<file path="src/hw/rtl/sec2date_pkg.sv">
`default_nettype none

package sec2date_pkg;

    // Width of the biased second count, which is always non-negative.
    localparam int DIV_W = 33;
    localparam int QUO_W = 16;
    localparam int DAY_W = 16;
    localparam int C400_W = 9;

    localparam int SECS_PER_DAY = 86400;
    localparam int SECS_PER_HOUR = 3600;
    localparam int SECS_PER_MIN = 60;
    localparam int DAYS_PER_WEEK = 7;

    // Bias of a whole number of days that makes every input count non-negative.
    localparam int DAY_OFFSET = 24856;
    localparam logic [DIV_W-1:0] SEC_OFFSET = DIV_W'(DAY_OFFSET * 64'(SECS_PER_DAY));
    // (biased day + WEEK_BIAS) mod 7 gives 0 for Monday.
    localparam int WEEK_BIAS = 6;

    localparam int EPOCH_YEAR = 2000;
    localparam int YEAR_MIN = 1931;
    localparam int YEAR_MAX = 2068;
    localparam logic [C400_W-1:0] C400_LAST = C400_W'(399);

    // A day is 675 * 128 seconds, so the low seven bits bypass the day division.
    localparam int SEC_LO_W = 7;
    localparam int DAY_REM_W = 10;
    localparam int DIVX_W = DIV_W - SEC_LO_W;

    // Division by a constant: a quotient estimate from a reciprocal rounded down is at most
    // one short for any dividend below 2**RECIP_SHIFT, so one correction step completes it.
    localparam int RECIP_SHIFT = 26;
    localparam int RECIP_W = 24;
    localparam int PROD_W = RECIP_SHIFT + QUO_W;
    localparam int DVS_W = 12;
    localparam int REM_W = 13;

    localparam logic [DVS_W-1:0] DAY_DVS = DVS_W'(SECS_PER_DAY >> SEC_LO_W);
    localparam logic [DVS_W-1:0] HOUR_DVS = DVS_W'(SECS_PER_HOUR);
    localparam logic [DVS_W-1:0] MIN_DVS = DVS_W'(SECS_PER_MIN);
    localparam logic [DVS_W-1:0] WD_DVS = DVS_W'(DAYS_PER_WEEK);

    localparam logic [RECIP_W-1:0] DAY_RECIP =
        RECIP_W'((64'd1 << RECIP_SHIFT) / 64'(SECS_PER_DAY >> SEC_LO_W));
    localparam logic [RECIP_W-1:0] HOUR_RECIP =
        RECIP_W'((64'd1 << RECIP_SHIFT) / 64'(SECS_PER_HOUR));
    localparam logic [RECIP_W-1:0] MIN_RECIP =
        RECIP_W'((64'd1 << RECIP_SHIFT) / 64'(SECS_PER_MIN));
    localparam logic [RECIP_W-1:0] WD_RECIP =
        RECIP_W'((64'd1 << RECIP_SHIFT) / 64'(DAYS_PER_WEEK));

    // Phases of one division, counted down.
    typedef logic [1:0] step_cnt_t;
    localparam step_cnt_t DIV_PH_MUL = 2'd2;
    localparam step_cnt_t DIV_PH_SUB = 2'd1;
    localparam step_cnt_t DIV_PH_FIX = 2'd0;

    localparam logic [4:0] MONTH_LEN [0:12] = '{
        5'd0, 5'd31, 5'd28, 5'd31, 5'd30, 5'd31, 5'd30,
        5'd31, 5'd31, 5'd30, 5'd31, 5'd30, 5'd31
    };
    localparam logic [3:0] MONTH_FEB = 4'd2;
    localparam logic [3:0] MONTH_DEC = 4'd12;

    typedef enum logic [3:0] {
        OP_NONE,
        OP_LOAD,
        OP_DIV_MUL,
        OP_DIV_SUB,
        OP_DIV_FIX,
        OP_HOUR_START,
        OP_MIN_START,
        OP_WD_START,
        OP_YEAR_START,
        OP_YEAR_STEP,
        OP_MONTH_STEP
    } op_t;

    typedef struct packed {
        op_t  op;
        logic out_load;
    } cmd_t;

    typedef struct packed {
        logic year_done;
        logic month_done;
    } status_t;

    typedef enum logic [3:0] {
        S_IDLE,
        S_DAY_DIV,
        S_HOUR_INIT,
        S_HOUR_DIV,
        S_MIN_INIT,
        S_MIN_DIV,
        S_WD_INIT,
        S_WD_DIV,
        S_YEAR_INIT,
        S_YEAR,
        S_MONTH,
        S_DONE
    } state_t;

    // Leap rule from the year modulo 400.
    function automatic logic is_leap(input logic [C400_W-1:0] c);
        return (c[1:0] == 2'd0) &&
               !(c == C400_W'(100) || c == C400_W'(200) || c == C400_W'(300));
    endfunction

    function automatic logic [8:0] year_len(input logic leap);
        return leap ? 9'd366 : 9'd365;
    endfunction

    function automatic logic [4:0] month_days(input logic [3:0] m, input logic leap);
        logic [4:0] len;
        len = (m > MONTH_DEC) ? 5'd0 : MONTH_LEN[m];
        if (m == MONTH_FEB && leap)
        begin
            len = 5'd29;
        end
        return len;
    endfunction

endpackage

`default_nettype wire

</file>
<file path="src/hw/rtl/sec2date_dp.sv">
`default_nettype none

module sec2date_dp (
    input  wire logic                  clk,
    input  wire logic                  rst_n,
    input  wire sec2date_pkg::cmd_t    cmd,
    output sec2date_pkg::status_t      status,
    input  wire logic [31:0]           seconds_since_epoch,
    output logic [5:0]                 second_of_minute,
    output logic [5:0]                 minute_of_hour,
    output logic [4:0]                 hour_of_day,
    output logic [4:0]                 day_of_month,
    output logic [3:0]                 month_of_year,
    output logic [11:0]                year_number,
    output logic [2:0]                 weekday
);
    import sec2date_pkg::*;

    logic [DIVX_W-1:0]   x_reg, x_next;
    logic [SEC_LO_W-1:0] lo_reg, lo_next;
    logic [RECIP_W-1:0]  recip_reg, recip_next;
    logic [DVS_W-1:0]    dvs_reg, dvs_next;
    logic [QUO_W-1:0]    q_reg, q_next;
    logic [REM_W-1:0]    r_reg, r_next;
    logic [DAY_W-1:0]    days_reg, days_next;
    logic [DAY_W-1:0]    d_reg, d_next;
    logic [11:0]         year_reg, year_next;
    logic [C400_W-1:0]   c400_reg, c400_next;
    logic [3:0]          month_reg, month_next;
    logic [4:0]          hour_reg, hour_next;
    logic [5:0]          min_reg, min_next;
    logic [5:0]          sec_reg, sec_next;
    logic [2:0]          wd_reg, wd_next;

    logic [5:0]  out_sec_reg, out_min_reg;
    logic [4:0]  out_hour_reg, out_dom_reg;
    logic [3:0]  out_month_reg;
    logic [11:0] out_year_reg;
    logic [2:0]  out_wd_reg;

    logic [C400_W-1:0] c400_prev;
    logic              leap_cur;
    logic [8:0]        ylen_cur, ylen_prev;
    logic [4:0]        mdays;
    logic              d_neg;
    logic [DIV_W-1:0]  biased;
    logic [PROD_W-1:0] prod;
    logic [REM_W-1:0]  back;

    always_comb
    begin
        c400_prev = (c400_reg == '0) ? C400_LAST : c400_reg - C400_W'(1);
        leap_cur  = is_leap(c400_reg);
        ylen_cur  = year_len(leap_cur);
        ylen_prev = year_len(is_leap(c400_prev));
        mdays     = month_days(month_reg, leap_cur);
        d_neg     = d_reg[DAY_W-1];
        biased    = {seconds_since_epoch[31], seconds_since_epoch} + SEC_OFFSET;
        prod      = PROD_W'(x_reg) * PROD_W'(recip_reg);
        // Only the low bits of the multiply-back matter, as the remainder is below twice
        // the divisor.
        back      = REM_W'(q_reg) * REM_W'(dvs_reg);

        status.year_done  = !d_neg && (d_reg < DAY_W'(ylen_cur));
        status.month_done = (month_reg > MONTH_DEC) || (DAY_W'(mdays) > d_reg);
    end

    always_comb
    begin
        x_next     = x_reg;
        lo_next    = lo_reg;
        recip_next = recip_reg;
        dvs_next   = dvs_reg;
        q_next     = q_reg;
        r_next     = r_reg;
        days_next  = days_reg;
        d_next     = d_reg;
        year_next  = year_reg;
        c400_next  = c400_reg;
        month_next = month_reg;
        hour_next  = hour_reg;
        min_next   = min_reg;
        sec_next   = sec_reg;
        wd_next    = wd_reg;
        unique case (cmd.op)
            OP_NONE:
            begin
            end
            OP_LOAD:
            begin
                x_next     = biased[DIV_W-1:SEC_LO_W];
                lo_next    = biased[SEC_LO_W-1:0];
                recip_next = DAY_RECIP;
                dvs_next   = DAY_DVS;
            end
            OP_DIV_MUL:
            begin
                q_next = prod[PROD_W-1:RECIP_SHIFT];
            end
            OP_DIV_SUB:
            begin
                r_next = REM_W'(x_reg) - back;
            end
            OP_DIV_FIX:
            begin
                if (r_reg >= REM_W'(dvs_reg))
                begin
                    r_next = r_reg - REM_W'(dvs_reg);
                    q_next = q_reg + QUO_W'(1);
                end
            end
            OP_HOUR_START:
            begin
                // The day remainder and the bypassed low bits form the second of the day.
                days_next  = q_reg;
                x_next     = DIVX_W'({r_reg[DAY_REM_W-1:0], lo_reg});
                recip_next = HOUR_RECIP;
                dvs_next   = HOUR_DVS;
            end
            OP_MIN_START:
            begin
                hour_next  = q_reg[4:0];
                x_next     = DIVX_W'(r_reg);
                recip_next = MIN_RECIP;
                dvs_next   = MIN_DVS;
            end
            OP_WD_START:
            begin
                min_next   = q_reg[5:0];
                sec_next   = r_reg[5:0];
                x_next     = DIVX_W'(days_reg) + DIVX_W'(WEEK_BIAS);
                recip_next = WD_RECIP;
                dvs_next   = WD_DVS;
            end
            OP_YEAR_START:
            begin
                wd_next    = r_reg[2:0] + 3'd1;
                d_next     = days_reg - DAY_W'(DAY_OFFSET);
                year_next  = 12'(EPOCH_YEAR);
                c400_next  = '0;
                month_next = 4'd1;
            end
            OP_YEAR_STEP:
            begin
                if (d_neg)
                begin
                    d_next    = d_reg + DAY_W'(ylen_prev);
                    year_next = year_reg - 12'd1;
                    c400_next = c400_prev;
                end
                else if (!status.year_done)
                begin
                    d_next    = d_reg - DAY_W'(ylen_cur);
                    year_next = year_reg + 12'd1;
                    c400_next = (c400_reg == C400_LAST) ? '0 : c400_reg + C400_W'(1);
                end
            end
            OP_MONTH_STEP:
            begin
                if (!status.month_done)
                begin
                    d_next     = d_reg - DAY_W'(mdays);
                    month_next = month_reg + 4'd1;
                end
            end
            default:
            begin
            end
        endcase
    end

    always_ff @(posedge clk)
    begin
        x_reg     <= x_next;
        lo_reg    <= lo_next;
        recip_reg <= recip_next;
        dvs_reg   <= dvs_next;
        q_reg     <= q_next;
        r_reg     <= r_next;
        days_reg  <= days_next;
        d_reg     <= d_next;
        year_reg  <= year_next;
        c400_reg  <= c400_next;
        month_reg <= month_next;
        hour_reg  <= hour_next;
        min_reg   <= min_next;
        sec_reg   <= sec_next;
        wd_reg    <= wd_next;
        if (cmd.out_load)
        begin
            out_sec_reg   <= sec_reg;
            out_min_reg   <= min_reg;
            out_hour_reg  <= hour_reg;
            out_dom_reg   <= d_reg[4:0] + 5'd1;
            out_month_reg <= month_reg;
            out_year_reg  <= year_reg;
            out_wd_reg    <= wd_reg;
        end
    end

    assign second_of_minute = out_sec_reg;
    assign minute_of_hour   = out_min_reg;
    assign hour_of_day      = out_hour_reg;
    assign day_of_month     = out_dom_reg;
    assign month_of_year    = out_month_reg;
    assign year_number      = out_year_reg;
    assign weekday          = out_wd_reg;

    // The month walk starts only once the year walk has left a non-negative day.
    assert property (@(posedge clk) disable iff (!rst_n)
        (cmd.op == OP_MONTH_STEP) |-> !d_reg[DAY_W-1])
        else $error("month walk with negative day count");

    // The modulo-400 tracker must stay in step with the year.
    assert property (@(posedge clk) disable iff (!rst_n)
        (cmd.op == OP_YEAR_STEP) |-> (c400_reg[1:0] == year_reg[1:0]))
        else $error("leap tracker out of step with year");

    assert property (@(posedge clk) disable iff (!rst_n)
        cmd.out_load |-> (year_reg >= 12'(YEAR_MIN) && year_reg <= 12'(YEAR_MAX) &&
                          month_reg >= 4'd1 && month_reg <= MONTH_DEC))
        else $error("date out of range at result load");

endmodule

`default_nettype wire

</file>
<file path="src/hw/rtl/sec2date_ctrl.sv">
`default_nettype none

module sec2date_ctrl (
    input  wire logic                   clk,
    input  wire logic                   rst_n,
    input  wire logic                   in_valid,
    output logic                        in_ready,
    output logic                        out_valid,
    input  wire logic                   out_ready,
    output sec2date_pkg::cmd_t          cmd,
    input  wire sec2date_pkg::status_t  status
);
    import sec2date_pkg::*;

    state_t    state_reg, state_next;
    step_cnt_t cnt_reg, cnt_next;
    logic      out_valid_reg, out_valid_next;

    always_ff @(posedge clk or negedge rst_n)
    begin
        if (!rst_n)
        begin
            state_reg     <= S_IDLE;
            cnt_reg       <= '0;
            out_valid_reg <= 1'b0;
        end
        else
        begin
            state_reg     <= state_next;
            cnt_reg       <= cnt_next;
            out_valid_reg <= out_valid_next;
        end
    end

    always_comb
    begin
        state_next   = state_reg;
        cnt_next     = cnt_reg;
        cmd.op       = OP_NONE;
        cmd.out_load = 1'b0;
        in_ready     = 1'b0;
        unique case (state_reg)
            S_IDLE:
            begin
                in_ready = 1'b1;
                if (in_valid)
                begin
                    cmd.op     = OP_LOAD;
                    cnt_next   = DIV_PH_MUL;
                    state_next = S_DAY_DIV;
                end
            end
            S_DAY_DIV, S_HOUR_DIV, S_MIN_DIV, S_WD_DIV:
            begin
                if (cnt_reg == DIV_PH_MUL)
                begin
                    cmd.op = OP_DIV_MUL;
                end
                else if (cnt_reg == DIV_PH_SUB)
                begin
                    cmd.op = OP_DIV_SUB;
                end
                else
                begin
                    cmd.op = OP_DIV_FIX;
                end
                cnt_next = cnt_reg - step_cnt_t'(1);
                if (cnt_reg == DIV_PH_FIX)
                begin
                    unique case (state_reg)
                        S_DAY_DIV:  state_next = S_HOUR_INIT;
                        S_HOUR_DIV: state_next = S_MIN_INIT;
                        S_MIN_DIV:  state_next = S_WD_INIT;
                        default:    state_next = S_YEAR_INIT;
                    endcase
                end
            end
            S_HOUR_INIT:
            begin
                cmd.op     = OP_HOUR_START;
                cnt_next   = DIV_PH_MUL;
                state_next = S_HOUR_DIV;
            end
            S_MIN_INIT:
            begin
                cmd.op     = OP_MIN_START;
                cnt_next   = DIV_PH_MUL;
                state_next = S_MIN_DIV;
            end
            S_WD_INIT:
            begin
                cmd.op     = OP_WD_START;
                cnt_next   = DIV_PH_MUL;
                state_next = S_WD_DIV;
            end
            S_YEAR_INIT:
            begin
                cmd.op     = OP_YEAR_START;
                state_next = S_YEAR;
            end
            S_YEAR:
            begin
                if (status.year_done)
                begin
                    state_next = S_MONTH;
                end
                else
                begin
                    cmd.op = OP_YEAR_STEP;
                end
            end
            S_MONTH:
            begin
                if (status.month_done)
                begin
                    state_next = S_DONE;
                end
                else
                begin
                    cmd.op = OP_MONTH_STEP;
                end
            end
            S_DONE:
            begin
                // The result register may be refilled in the cycle its transaction completes.
                if (!out_valid_reg || out_ready)
                begin
                    cmd.out_load = 1'b1;
                    state_next   = S_IDLE;
                end
            end
            default:
            begin
                state_next = S_IDLE;
            end
        endcase

        if (cmd.out_load)
        begin
            out_valid_next = 1'b1;
        end
        else if (out_ready)
        begin
            out_valid_next = 1'b0;
        end
        else
        begin
            out_valid_next = out_valid_reg;
        end
    end

    assign out_valid = out_valid_reg;

    assert property (@(posedge clk) disable iff (!rst_n)
        cmd.out_load |-> (!out_valid_reg || out_ready))
        else $error("result overwritten before its transaction");

    assert property (@(posedge clk) disable iff (!rst_n)
        $rose(in_ready) |-> $past(cmd.out_load))
        else $error("returned to idle without loading a result");

    assert property (@(posedge clk) disable iff (!rst_n)
        (state_reg == S_DONE && out_valid_reg && !out_ready) |=> (state_reg == S_DONE))
        else $error("left the done state while the result was stalled");

endmodule

`default_nettype wire

</file>
<file path="src/hw/rtl/seconds_to_calendar_date_time.sv">
// Converts a signed count of seconds from 2000-01-01 00:00:00 into time of day, Gregorian
// date and day of week (1 Monday to 7 Sunday), one transaction at a time. A conversion
// makes four passes through one shared constant divider (days, hours, minutes and day of
// week), each a reciprocal multiplication, a multiply-back with subtraction and one
// correction step; it then walks one whole year at a time from 2000 to the target year and
// one whole month at a time, with set-up and hand-over steps between. The result sits in an
// output register, so a new input is taken while an earlier result waits to be collected.
`default_nettype none

module seconds_to_calendar_date_time (
    input  wire logic        clk,
    input  wire logic        rst_n,
    input  wire logic        in_valid,
    output logic             in_ready,
    input  wire logic [31:0] seconds_since_epoch,
    output logic             out_valid,
    input  wire logic        out_ready,
    output logic [5:0]       second_of_minute,
    output logic [5:0]       minute_of_hour,
    output logic [4:0]       hour_of_day,
    output logic [4:0]       day_of_month,
    output logic [3:0]       month_of_year,
    output logic [11:0]      year_number,
    output logic [2:0]       weekday
);
    import sec2date_pkg::*;

    cmd_t    cmd;
    status_t status;

    sec2date_ctrl u_ctrl (
        .clk       (clk),
        .rst_n     (rst_n),
        .in_valid  (in_valid),
        .in_ready  (in_ready),
        .out_valid (out_valid),
        .out_ready (out_ready),
        .cmd       (cmd),
        .status    (status)
    );

    sec2date_dp u_dp (
        .clk                 (clk),
        .rst_n               (rst_n),
        .cmd                 (cmd),
        .status              (status),
        .seconds_since_epoch (seconds_since_epoch),
        .second_of_minute    (second_of_minute),
        .minute_of_hour      (minute_of_hour),
        .hour_of_day         (hour_of_day),
        .day_of_month        (day_of_month),
        .month_of_year       (month_of_year),
        .year_number         (year_number),
        .weekday             (weekday)
    );

endmodule

`default_nettype wire

</file>
<file path="config.mk">
export PLATFORM = sky130hd
export DESIGN_NAME = seconds_to_calendar_date_time
export DESIGN_NICKNAME = d
export VERILOG_FILES = /design/src/hw/rtl/sec2date_pkg.sv /design/src/hw/rtl/sec2date_dp.sv /design/src/hw/rtl/sec2date_ctrl.sv /design/src/hw/rtl/seconds_to_calendar_date_time.sv
export SDC_FILE = /design/constraint.sdc
export NUM_CORES = 2
export LEC_CHECK = 0
export BUFFER_PORTS_ARGS = -buffer_cell sky130_fd_sc_hd__buf_2
export CORE_ASPECT_RATIO = 1.2
export CORE_MARGIN = 2
export CORE_UTILIZATION = 40
export DETAILED_ROUTE_END_ITERATION = 8
export PLACE_DENSITY = 0.57
export SLEW_MARGIN = 20
export SYNTH_ARGS = -nofsm -noshare
export SYNTH_HDL_FRONTEND = slang
export SYNTH_SLANG_ARGS = --single-unit
</file>
<file path="constraint.sdc">
create_clock -name clk -period 6.6 [get_ports clk]
set_clock_uncertainty 0.15 [all_clocks]
set_input_delay 1.32 -clock clk [delete_from_list [all_inputs] [get_ports clk]]
set_output_delay 1.32 -clock clk [all_outputs]
set_load 0.005 [all_outputs]
</file>
==> impl_metrics.yaml <==
outcome:
  status: "finished with violations"
  violations: "negative setup slack"
floorplan:
  coreArea_um2: 70800
  fp.dieH_um: 297
  initial_core_util: 0.403
  die-area_um2: 73600
  fp.dieW_um: 248
  rows: 107
  ioPinCount: 79
yosys:
  synthFlopType: "edfxtp_1"
  synth_top_area_share: 0.277
  synth_nets: 3710
  syn-instance-count: 2955
  synth_largest_area_cell: "fa_1"
  synth.avg_cell_area_um2: 9.67
  synth_edf_count: 191
  ys_ff_latch: 198
  ys_warn_count: 0
  syn_area_um2: 28600
  yosys-top-cells-count: "663 x inv_1, 395 x fa_1, 324 x ha_1, 260 x and2_1, 198 x nand2_1"
  yosysMostFrequentCell: "inv_1"
  ys_seq_area_frac: 0.207
  synth-async-reset-ratio: 0.0354
  yosys-top-cells-area: "fa_1 28%, edfxtp_1 20%, ha_1 14%"
  netlist-cell-type-count: 81
clock_tree:
  tritoncts: "built"
  clk_latency_ns: 0.47
  cts.htree.levels: 4
  holdBufCountCts: 0
  cts_root_buffer: "clkbuf_16"
  cts_made_buffers: 17
  path_clk_slew_ns: 0.09
  cts_sinks: 198
  clockBufferDepth: 2
critical_path:
  crit_type: "reg -> reg"
  crit_family: "adder cells"
  r2r-start: "u_dp.x_reg[11]"
  r2r_end: "u_dp.q_reg[15]"
  path_common_cell: "fa_1"
  crit_path_end_kind: "register"
  cp_slowest_cell: "fa_2"
  timing.critical_path.buf_inv: 8
  crit_arrival_ns: 7.25
  path_max_fanout: 4
  worstSetupStartpointType: "register"
  reg2reg_slack_ns: -0.59
  crit_required_ns: 6.66
  crit_path_max_incr_delay_ns: 0.59
  ff2ff_path_depth: 26
cells_and_area:
  fin_nets: 3996
  drive_above_1_share: 0.170
  largest_reg_flops: 26
  fillCellCount: 6658
  syn2layout_area_growth_pct: 16.3
placement:
  port_buffers: 78
  gp_congestion: 0.934
  post-dp-hpwl_um: 70800
  preCtsSetupSlack_ns: -0.845
grt:
  grt_util_met1: 0.301
  gr-usage-met3: 0.0238
  grt_pass1_wl_um: 133000
  grt_max_degree: 46
  overflow: 0
  grt_use_met2: 0.406
  busiest_layer: "met2"
  track_usage: 0.238
  grt_antenna_before_repair: 6
  first_global_vias: 23200
sta:
  worst_slew_pin_slew_ns: 0.954
  fin_crit_ns: 7.19
  setup_slack_ns: -0.586
  relSlewSlack: 0.364
  finalHoldViolations: 0
  fin_crit_sh: 1.09
  clock.fmax_mhz: 139
  finalSetupViolations: 16
  hold_ws_ns: 0.264
  slew_violations: 0
  rsz0062_at_grt: "true"
route:
  vias_per_cell: 5.09
  drtAntennaViolNets: 0
  drt_wl_total_um: 84800
  avgRoutedWirePerCell_um: 20.3
  drtIter0Drc: 1441
  drc: 0
  first_pass_iters: 5
  vias: 21300
job:
  drv_cap: 0
min_path:
  min_path_cells: 0
  holdPathEnd: "u_dp.minute_of_hour[2]"
  holdCritStartpoint: "u_dp.min_reg[2]"
  hold_class: "reg -> reg"
-- worst reg2reg max path, delay by kind of cell (launching register included) --
kind,cells,cell delay (ns)
adder cells (fa/ha/maj),8,3.76
AND/OR/NAND/NOR,5,0.98
AO/OA/AOI/OAI,4,0.77
buffers and inverters,8,0.76
flip-flops,1,0.39
XOR/XNOR,1,0.12
-- layout make-up --
cell class	count	area, um^2	share of cell area
timing repair buffer	383	2890	0.0871
multi-input combinational	1977	20200	0.608
inverter	664	2500	0.0752
tap	926	1160	0.0349
clock inverter	13	138	0.00414
clock buffer	18	429	0.0129
sequential	198	5910	0.178
antenna	3	7.51	0.000226
-- what timing repair did --
item                                    CTS  global route
endpoints found under the setup margin   16            16
cloned                                    1             0
gates resized for setup                  64            38
pin swaps                                50            51
setup buffers                            30             7
-- cells by family after synthesis --
logic type / share of synthesized area
AO/OA/AOI/OAI: 0.0771
flip-flops: 0.207
AND/OR/NAND/NOR: 0.137
adder cells (fa/ha/maj): 0.419
buffers and inverters: 0.104
XOR/XNOR: 0.0543
multiplexers: 0.00145
-- routing by layer --
| metal | vias up | part of all wire |
|---|---|---|
| met5 | - | 0.00017 |
| met4 | 2 | 0.050 |
| met3 | 163 | 0.047 |
| met2 | 514 | 0.50 |
| met1 | 10700 | 0.41 |
| li1 | 9922 | - |
-- per-stage QoR --
step                instance area [um^2]  instances  TNS, ns  utilization
finish                             33200       4182    -7.17        0.469
global route                       33200       4181   -11.12        0.469
CTS                                33100       4173    -6.65        0.467
detailed placement                 32000       4112   -10.26        0.452
global placement                   32000       4112    -9.13        0.452
floorplan                          28900       2955   -0.207            -
-- cell usage in the layout, fill, tap and decap left out, types with 37 or more instances in the layout --
cell      netlist  routed
a21oi_1        81      77
and2_1        260     249
buf_2           8      78
buf_4           2     283
edfxtp_1      191     191
fa_1          395     376
ha_1          324     309
inv_1         663     633
nand2_1       198     181
nand3_1        38      37
nor2_1        105     104
o21ai_0        76      72
xnor2_1       104     103
xor2_1         73      72
-- how the worst max path moves through the flow --
stage | startpoint | endpoint | cells past startpoint
floorplan | u_dp.dvs_reg[7] | u_dp.q_reg[12] | 25
global placement | u_dp.x_reg[19] | u_dp.q_reg[13] | 25
detailed placement | u_dp.dvs_reg[7] | u_dp.q_reg[1] | 25
CTS | u_dp.dvs_reg[7] | u_dp.q_reg[13] | 26
global route | u_dp.dvs_reg[7] | u_dp.q_reg[13] | 29
finish | u_dp.x_reg[11] | u_dp.q_reg[15] | 26
Power is not shown: default switching activity piles up to over one toggle a cycle in this logic, so the estimate is an artifact.
